[src/sv/sdtq_pkg.sv]
// Shared types and constants for the sorted deadline timer queue.
`default_nettype none
package sdtq_pkg;

	localparam int DEPTH     = 16;
	localparam int SLOT_W    = $clog2(DEPTH);
	localparam int CNT_W     = $clog2(DEPTH + 1);
	localparam int TAG_W     = 32;
	localparam int TIME_W    = 64;
	localparam int DELAY_W   = 31;
	localparam int US_PER_MS = 1000;
	localparam int SCALE_W   = $clog2(US_PER_MS + 1);
	localparam int PROD_W    = DELAY_W + SCALE_W;

	typedef enum logic [1:0] {
		FUNC_ADD        = 2'd0,
		FUNC_DEL_HANDLE = 2'd1,
		FUNC_DEL_TAG    = 2'd2,
		FUNC_CHECK      = 2'd3
	} func_t;

	typedef enum logic [1:0] {
		ST_DONE    = 2'd0,
		ST_FIRED   = 2'd1,
		ST_FULL    = 2'd2,
		ST_NOMATCH = 2'd3
	} status_t;

	typedef enum logic [1:0] {
		RES_ZERO,
		RES_ADD,
		RES_HIT
	} res_src_t;

	typedef enum logic [3:0] {
		S_IDLE,
		S_ADD_MUL,
		S_ADD_SUM,
		S_ADD_SCAN,
		S_ADD_INS,
		S_DEL_SCAN,
		S_CHK_TEST,
		S_CHK_FIRE,
		S_WAIT_CALC,
		S_FINAL
	} state_t;

	typedef struct packed {
		func_t                func;
		logic [TIME_W-1:0]    now_us;
		logic [DELAY_W-1:0]   delay_ms;
		logic [SLOT_W-1:0]    handle;
		logic [TAG_W-1:0]     client_tag;
	} req_t;

	typedef struct packed {
		status_t              status;
		logic [SLOT_W-1:0]    slot_id;
		logic [TAG_W-1:0]     fired_tag;
		logic                 pending;
		logic [TIME_W-1:0]    wait_us;
		logic                 last;
	} rsp_t;

	typedef struct packed {
		logic     capture;
		logic     mul;
		logic     sum;
		logic     idx_inc;
		logic     insert;
		logic     remove;
		logic     res_set;
		res_src_t res_src;
		status_t  res_code;
		logic     calc_wait;
		logic     out_fire;
		logic     out_final;
	} dp_cmd_t;

	typedef struct packed {
		logic             full;
		logic             scan_end;
		logic             scan_lt;
		logic             hit;
		logic             head_expired;
		logic             out_free;
		logic [CNT_W-1:0] count;
		logic [DEPTH-1:0] busy;
	} dp_status_t;

endpackage
`default_nettype wire

[src/sv/sorted_deadline_timer_queue.sv]
// Top level: sorted deadline timer queue, controller plus datapath.
// Add walks the entries with an earlier deadline, one per cycle, before inserting; a full
// table gives FULL without a scan. Delete scans the list up to the match; check fires the
// expired timers before its final result. One transaction at a time: req_stall is high
// until the final result is loaded, and the next one is taken in the following cycle.
// Reset: arst_n clears the entry count, slot map, state and output valid; stores are
// written before they are read.
`default_nettype none
module sorted_deadline_timer_queue
	import sdtq_pkg::*;
(
	input  wire logic clk,
	input  wire logic arst_n,
	input  wire logic req_valid,
	output logic      req_stall,
	input  wire req_t req,
	output logic      rsp_valid,
	input  wire logic rsp_stall,
	output rsp_t      rsp
);

	dp_cmd_t    cmd;
	dp_status_t status;

	sdtq_ctrl u_ctrl (
		.clk       (clk),
		.arst_n    (arst_n),
		.req_valid (req_valid),
		.req_func  (req.func),
		.req_stall (req_stall),
		.status    (status),
		.cmd       (cmd)
	);

	sdtq_datapath u_datapath (
		.clk       (clk),
		.arst_n    (arst_n),
		.cmd       (cmd),
		.status    (status),
		.req       (req),
		.rsp_valid (rsp_valid),
		.rsp_stall (rsp_stall),
		.rsp       (rsp)
	);

	a_fired_not_last: assert property (@(posedge clk) disable iff (!arst_n)
		rsp_valid && rsp.status == ST_FIRED |-> !rsp.last)
		else $error("fired result marked last");

	a_empty_no_wait: assert property (@(posedge clk) disable iff (!arst_n)
		rsp_valid && rsp.last && !rsp.pending |-> rsp.wait_us == '0)
		else $error("nonzero wait with empty queue");

	a_count_bound: assert property (@(posedge clk) disable iff (!arst_n)
		status.count <= CNT_W'(DEPTH))
		else $error("entry count beyond depth");

	a_busy_matches_count: assert property (@(posedge clk) disable iff (!arst_n)
		$countones(status.busy) == int'(status.count))
		else $error("slot map out of step with entry count");

endmodule
`default_nettype wire

[src/sv/sdtq_datapath.sv]
// Datapath: timer stores, ordered slot list, deadline arithmetic and result register.
`default_nettype none
module sdtq_datapath
	import sdtq_pkg::*;
(
	input  wire logic       clk,
	input  wire logic       arst_n,
	input  wire dp_cmd_t    cmd,
	output dp_status_t      status,
	input  wire req_t       req,
	output logic            rsp_valid,
	input  wire logic       rsp_stall,
	output rsp_t            rsp
);

	function automatic logic [SLOT_W-1:0] lowest_free(input logic [DEPTH-1:0] busy);
		logic [SLOT_W-1:0] s;
		s = '0;
		for (int i = DEPTH - 1; i >= 0; i--) begin
			if (!busy[i]) s = SLOT_W'(i);
		end
		return s;
	endfunction

	// latched transaction
	func_t               func_q;
	logic [TIME_W-1:0]   now_q;
	logic [DELAY_W-1:0]  delay_q;
	logic [SLOT_W-1:0]   handle_q;
	logic [TAG_W-1:0]    tag_in_q;

	logic [PROD_W-1:0]   prod_q;
	logic [TIME_W-1:0]   dl_q;
	logic [SLOT_W-1:0]   slot_q;
	logic [CNT_W-1:0]    idx_q;
	status_t             res_status_q;
	logic [SLOT_W-1:0]   res_slot_q;
	logic [TAG_W-1:0]    res_tag_q;
	logic [TIME_W-1:0]   wait_q;

	logic [TIME_W-1:0]   deadline_q [DEPTH];
	logic [TAG_W-1:0]    tag_store_q [DEPTH];
	logic [SLOT_W-1:0]   order_q [DEPTH];
	logic [CNT_W-1:0]    count_q;
	logic [DEPTH-1:0]    busy_q;

	rsp_t                rsp_q;
	logic                rsp_valid_q;

	logic [SLOT_W-1:0]   rd_slot;
	logic [TIME_W-1:0]   rd_deadline;
	logic [TAG_W-1:0]    rd_tag;
	logic [TIME_W:0]     dl_sum;

	// single read port: the list entry at the scan index
	assign rd_slot     = order_q[idx_q[SLOT_W-1:0]];
	assign rd_deadline = deadline_q[rd_slot];
	assign rd_tag      = tag_store_q[rd_slot];
	assign dl_sum      = {1'b0, now_q} + {{(TIME_W + 1 - PROD_W){1'b0}}, prod_q};

	always_comb begin
		status.full         = (count_q == CNT_W'(DEPTH));
		status.scan_end     = (idx_q == count_q);
		status.scan_lt      = (rd_deadline < dl_q);
		status.hit          = (func_q == FUNC_DEL_HANDLE) ? (rd_slot == handle_q)
		                      : ((tag_in_q != '0) && (rd_tag == tag_in_q));
		status.head_expired = (count_q != '0) && (rd_deadline < now_q);
		status.out_free     = !rsp_valid_q || !rsp_stall;
		status.count        = count_q;
		status.busy         = busy_q;
	end

	always_ff @(posedge clk) begin
		if (cmd.capture) begin
			func_q   <= req.func;
			now_q    <= req.now_us;
			delay_q  <= req.delay_ms;
			handle_q <= req.handle;
			tag_in_q <= req.client_tag;
		end
		if (cmd.mul)
			prod_q <= PROD_W'(delay_q) * PROD_W'(US_PER_MS);
		if (cmd.sum) begin
			// saturate on overflow
			dl_q   <= dl_sum[TIME_W] ? '1 : dl_sum[TIME_W-1:0];
			slot_q <= lowest_free(busy_q);
		end
		if (cmd.res_set) begin
			res_status_q <= cmd.res_code;
			case (cmd.res_src)
				RES_ADD: begin
					res_slot_q <= slot_q;
					res_tag_q  <= tag_in_q;
				end
				RES_HIT: begin
					res_slot_q <= rd_slot;
					res_tag_q  <= rd_tag;
				end
				default: begin
					res_slot_q <= '0;
					res_tag_q  <= '0;
				end
			endcase
		end
		if (cmd.calc_wait)
			wait_q <= (count_q != '0 && rd_deadline > now_q) ? rd_deadline - now_q : '0;
		if (cmd.insert) begin
			deadline_q[slot_q]  <= dl_q;
			tag_store_q[slot_q] <= tag_in_q;
		end
	end

	// ordered slot list: shift open for insert, close up for remove
	always_ff @(posedge clk) begin
		if (cmd.insert) begin
			for (int i = 1; i < DEPTH; i++) begin
				if (CNT_W'(i) > idx_q && CNT_W'(i) <= count_q)
					order_q[i] <= order_q[i-1];
			end
			order_q[idx_q[SLOT_W-1:0]] <= slot_q;
		end else if (cmd.remove) begin
			for (int i = 0; i < DEPTH - 1; i++) begin
				if (CNT_W'(i) >= idx_q)
					order_q[i] <= order_q[i+1];
			end
		end
	end

	always_ff @(posedge clk or negedge arst_n) begin
		if (!arst_n) begin
			idx_q   <= '0;
			count_q <= '0;
			busy_q  <= '0;
		end else begin
			if (cmd.capture || cmd.res_set)
				idx_q <= '0;
			else if (cmd.idx_inc)
				idx_q <= idx_q + CNT_W'(1);
			if (cmd.insert) begin
				busy_q[slot_q] <= 1'b1;
				count_q        <= count_q + CNT_W'(1);
			end else if (cmd.remove) begin
				busy_q[rd_slot] <= 1'b0;
				count_q         <= count_q - CNT_W'(1);
			end
		end
	end

	always_ff @(posedge clk) begin
		if (cmd.out_fire) begin
			rsp_q.status    <= ST_FIRED;
			rsp_q.slot_id   <= rd_slot;
			rsp_q.fired_tag <= rd_tag;
			rsp_q.pending   <= (count_q > CNT_W'(1));
			rsp_q.wait_us   <= '0;
			rsp_q.last      <= 1'b0;
		end else if (cmd.out_final) begin
			rsp_q.status    <= res_status_q;
			rsp_q.slot_id   <= res_slot_q;
			rsp_q.fired_tag <= res_tag_q;
			rsp_q.pending   <= (count_q != '0);
			rsp_q.wait_us   <= wait_q;
			rsp_q.last      <= 1'b1;
		end
	end

	always_ff @(posedge clk or negedge arst_n) begin
		if (!arst_n) begin
			rsp_valid_q <= 1'b0;
		end else if (cmd.out_fire || cmd.out_final) begin
			rsp_valid_q <= 1'b1;
		end else if (!rsp_stall) begin
			rsp_valid_q <= 1'b0;
		end
	end

	assign rsp_valid = rsp_valid_q;
	assign rsp       = rsp_q;

endmodule
`default_nettype wire

[src/sv/sdtq_ctrl.sv]
// Controller state machine: sequences add, delete and check transactions.
`default_nettype none
module sdtq_ctrl
	import sdtq_pkg::*;
(
	input  wire logic       clk,
	input  wire logic       arst_n,
	input  wire logic       req_valid,
	input  wire func_t      req_func,
	output logic            req_stall,
	input  wire dp_status_t status,
	output dp_cmd_t         cmd
);

	state_t state_q;
	state_t state_d;

	always_ff @(posedge clk or negedge arst_n) begin
		if (!arst_n) begin
			state_q <= S_IDLE;
		end else begin
			state_q <= state_d;
		end
	end

	always_comb begin
		state_d = state_q;
		case (state_q)
			S_IDLE: begin
				if (req_valid) begin
					case (req_func)
						FUNC_ADD:                     state_d = S_ADD_MUL;
						FUNC_DEL_HANDLE, FUNC_DEL_TAG: state_d = S_DEL_SCAN;
						default:                      state_d = S_CHK_TEST;
					endcase
				end
			end
			S_ADD_MUL:  state_d = status.full ? S_WAIT_CALC : S_ADD_SUM;
			S_ADD_SUM:  state_d = S_ADD_SCAN;
			S_ADD_SCAN: begin
				if (status.scan_end || !status.scan_lt) state_d = S_ADD_INS;
			end
			S_ADD_INS:  state_d = S_WAIT_CALC;
			S_DEL_SCAN: begin
				if (status.scan_end || status.hit) state_d = S_WAIT_CALC;
			end
			S_CHK_TEST: state_d = status.head_expired ? S_CHK_FIRE : S_WAIT_CALC;
			S_CHK_FIRE: begin
				if (status.out_free) state_d = S_CHK_TEST;
			end
			S_WAIT_CALC: state_d = S_FINAL;
			S_FINAL: begin
				if (status.out_free) state_d = S_IDLE;
			end
			default: state_d = S_IDLE;
		endcase
	end

	always_comb begin
		cmd          = '0;
		cmd.res_src  = RES_ZERO;
		cmd.res_code = ST_DONE;
		req_stall    = (state_q != S_IDLE);
		case (state_q)
			S_IDLE: cmd.capture = req_valid;
			S_ADD_MUL: begin
				cmd.mul = 1'b1;
				if (status.full) begin
					cmd.res_set  = 1'b1;
					cmd.res_code = ST_FULL;
				end
			end
			S_ADD_SUM: cmd.sum = 1'b1;
			S_ADD_SCAN: begin
				if (!status.scan_end && status.scan_lt) cmd.idx_inc = 1'b1;
			end
			S_ADD_INS: begin
				cmd.insert  = 1'b1;
				cmd.res_set = 1'b1;
				cmd.res_src = RES_ADD;
			end
			S_DEL_SCAN: begin
				if (status.scan_end) begin
					cmd.res_set  = 1'b1;
					cmd.res_code = ST_NOMATCH;
				end else if (status.hit) begin
					cmd.remove  = 1'b1;
					cmd.res_set = 1'b1;
					cmd.res_src = RES_HIT;
				end else begin
					cmd.idx_inc = 1'b1;
				end
			end
			S_CHK_TEST: begin
				if (!status.head_expired) cmd.res_set = 1'b1;
			end
			S_CHK_FIRE: begin
				// emit and pop the head together
				if (status.out_free) begin
					cmd.out_fire = 1'b1;
					cmd.remove   = 1'b1;
				end
			end
			S_WAIT_CALC: cmd.calc_wait = 1'b1;
			S_FINAL:     cmd.out_final = status.out_free;
			default: ;
		endcase
	end

endmodule
`default_nettype wire
[config.mk]
export PLATFORM = sky130hd
export DESIGN_NAME = sorted_deadline_timer_queue
export DESIGN_NICKNAME = d
export VERILOG_FILES = /design/src/sv/sdtq_pkg.sv /design/src/sv/sorted_deadline_timer_queue.sv /design/src/sv/sdtq_datapath.sv /design/src/sv/sdtq_ctrl.sv
export SDC_FILE = /design/constraint.sdc
export NUM_CORES = 2
export LEC_CHECK = 0
export BUFFER_PORTS_ARGS = -buffer_cell sky130_fd_sc_hd__buf_2
export CAP_MARGIN = 15
export CORE_MARGIN = 2
export CORE_UTILIZATION = 57
export CTS_BUF_LIST = sky130_fd_sc_hd__clkbuf_16
export CTS_CLUSTER_SIZE = 30
export DETAILED_ROUTE_END_ITERATION = 12
export PLACE_DENSITY_LB_ADDON = 0.05
export SLEW_MARGIN = 25
export SYNTH_ARGS = -nofsm -noshare
export SYNTH_HDL_FRONTEND = slang
export SYNTH_HIERARCHICAL = 1
export SYNTH_SLANG_ARGS = --single-unit
[constraint.sdc]
create_clock -name clk -period 9.83 [get_ports clk]
set_input_delay 0.983 -clock clk [delete_from_list [all_inputs] [get_ports clk]]
set_output_delay 0.983 -clock clk [all_outputs]
set_load 0.01 [all_outputs]
==> summary.txt <==
Setup path
  • Arrival @ worst endpoint: 9.66 ns
  • Buf/Inv on CP: 2
  • Family with the most delay on the worst path: compound AO/OA/AOI/OAI gates
  • CP max stage cell: a2111oi_1
  • Critical path class: flip-flop to flip-flop
  • Setup crit end kind: flip-flop
  • CP peak stage delay: 1.03 ns
  • CP required: 10.35 ns
  • Worst-path cell chain: mux4_2 -> a22oi_1 -> and2_4 -> buf_4 -> nand2_1 -> and3_1 -> a311oi_1 -> a311oi_1 -> a31oi_1 -> ha_1 -> and2_1 -> and3_1 -> nor3b_1 -> a32oi_1 -> a31oi_1 -> o21ai_0 -> a2111oi_1 -> o21ai_0 -> nand2_1 -> a21oi_1 -> o22ai_1 -> a21o_2 -> buf_12
  • Worst Setup Start Kind: flip-flop
  • Max FO, Critical Path: 43
  • Reg2Reg Setup Slack: 0.69 ns
  • Worst reg2reg endpoint: u_datapath/res_tag_q[27]
  • RR Startpoint: u_datapath/idx_q[0]
  • Reg2reg path depth: 23

Place
  • Pre-CTS WS: 0.806 ns
  • Placed cell area: 99700 um^2
  • RePlAce Congestion: 0.955
  • I/O Buffers: 242
  • DP HPWL: 165000 um

Layout
  • Most frequent cells in the layout: 1978 x edfxtp_1, 1536 x nand2_1, 706 x nand3_1
  • Most common cell after layout, fill and taps aside: edfxtp_1
  • Diode count: 0
  • Layout area overhead: 11.0%
  • Post-route cell area: 106000 um^2
  • Layout cells sized above 1: 9.98%
  • Final net count: 8487

Clocking
  • Clock latency on the worst-skew pair: 0.86 ns
  • Clock root cell: clkbuf_16
  • CTS Buf Count: 210
  • CTS Hold Bufs: 0
  • CTS tree: yes
  • Max clock buf depth: 3
  • Post_cts resized: 0
  • Post-CTS setup buffers: 0
  • H-tree depth: 4
  • CTS clk-pin slew, worst paths: 0.06 ns
  • Clk sinks: 2076

Synth
  • Number of synthesized register bits: 2076
  • Post-synth EDFFs: 1978
  • Most used DFF post-synth: edfxtp_1
  • Sequential share of the synthesized area: 64.2%
  • Yosys top cell by area: edfxtp_1
  • Area share of the largest cell type after synthesis: 62.0%
  • Cells after Synth: 7790
  • Syn Nets: 8302
  • Ys async rst share: 1.49%
  • Number of synthesis warnings: 6
  • Mean Syn Cell Area: 12.3 um^2
  • Netlist cell types: 95
  • Area contributors post-synth: edfxtp_1 62%, nand2_1 6.0%, nand3_1 3.7%, ha_1 3.4%, mux2i_1 2.7%
  • Mapped Area: 95800 um^2

Floorplanning
  • Area of the die: 171000 um^2
  • Die Span Y: 414 um
  • # IOs: 243
  • Initial core utilization: 57.4%
  • Core area: 167000 um^2
  • Die X: 414 um
  • Row count: 150

Global route
  • Largest net degree at the start of global routing: 127
  • GRT Overall Usage: 31.3%
  • Initial antenna violation count: 7
  • First-pass GRT wire length: 403000 um
  • Vias in the first global route: 62300
  • Grt total ovfl: 0

Detailed routing
  • Routed wire per std cell: 26.3 um
  • DRT Wirelength: 272000 um
  • Residual DRC: 0
  • 1st-pass router iterations: 8
  • Via Count: 64500
  • DR vias/cell: 6.23
  • First DRT Iteration DRCs: 7188
  • ANT nets after route: 0

STA
  • Relative slew slack: 27.4%
  • Final worst setup slack: 0.689 ns
  • Slew of the pin with the lowest slew margin: 1.07 ns
  • RSZ-0062 raised after global routing: false
  • Setup violations, final: 0
  • Period minus WS final: 9.14 ns
  • Max-slew violations: 0
  • Layout Skew: 0.0318 ns
  • Fin. Hold Viols: 0
  • TNS Setup: 0 ns
  • Final cycle utilization of the critical path: 93.0%
  • Peak Freq: 109 MHz
  • Final worst hold slack: 0.253 ns

Outcome
  • Status: complete, no violations

Flow run
  • Max_cap viols: 0

Worst hold path
  • Hold Crit Class: input port to async pin
==> cell usage after synthesis (57+ instances only) <==
cell type  instances
and3_1           127
nor2_1           347
mux2i_1          255
nand2_1         1537
clkbuf_1         215
nand3_1          707
a31oi_1          106
fa_1             116
xor2_1            79
buf_1             57
a311oi_1         150
o21ai_0          146
a21o_1           100
dfxtp_1           67
a21oi_1          253
edfxtp_1        1978
inv_1            345
buf_2            114
ha_1             259
xnor2_1          113
==> sequential cells by signal, indices dropped and copies added, names as in the netlist, 16 cells and up <==
signal                  count
u_datapath/deadline_q    1024
u_datapath/tag_store_q    512
u_datapath/rsp            104
u_datapath/dl_q            64
u_datapath/now_q           64
u_datapath/order_q         64
u_datapath/wait_q          64
u_datapath/prod_q          38
u_datapath/res_tag_q       32
u_datapath/tag_in_q        32
u_datapath/delay_q         31
u_datapath/busy_q          16
==> routing by layer <==
metal	vias up	part of all wire (%)	GRT usage (%)	routed length [um]
met5	-	0.0088	0	24
met4	4	3.7	11.4	10100
met3	497	8.2	4.95	22200
met2	2965	48	50.6	129000
met1	32200	41	43.2	110000
li1	28800	-	-	-
==> area by class of cell <==
type	count	area, um^2
clock buffer	214	5360
timing repair buffer	400	2850
fill	12800	60600
sequential	2076	61500
inverter	346	1300
multi-input combinational	4941	31300
tap	2204	2760
clock inverter	172	1340
==> through the flow <==
stage          cells  util, %
5_1_grt        10400     63.7
2_1_floorplan   7790        -
3_5_place_dp    9965     59.7
4_1_cts        10400     63.7
6_report       10400     63.7
3_3_place_gp    9959     59.6
==> cell families after synthesis <==
group	count (synthesis)	share of synthesized area [%]
simple gates	3006	13.9
xor+xnor	192	1.75
mux	294	3.29
fa+ha+maj	375	5.80
flops	2076	64.2
compound gates	1074	7.67
buf+inv	773	3.43
==> worst max-delay path by stage <==
stage | startpoint | endpoint | slack (ns) | cells past startpoint
floorplan | u_ctrl/state_q[1] | u_datapath/deadline_q[9][0] | 0.70 | 8
global placement | u_datapath/idx_q[1] | u_datapath/order_q[1][3] | 0.99 | 24
detailed placement | u_datapath/idx_q[1] | u_datapath/idx_q[4] | 0.81 | 28
CTS | u_datapath/idx_q[1] | u_datapath/idx_q[4] | 0.78 | 28
global route | u_datapath/idx_q[0] | u_datapath/idx_q[3] | 0.25 | 29
finish | u_datapath/idx_q[0] | u_datapath/res_tag_q[27] | 0.69 | 23
Power is left out: the tool's default activity adds up to more than one toggle a clock period on the data nets, which glitch-free logic cannot reach.
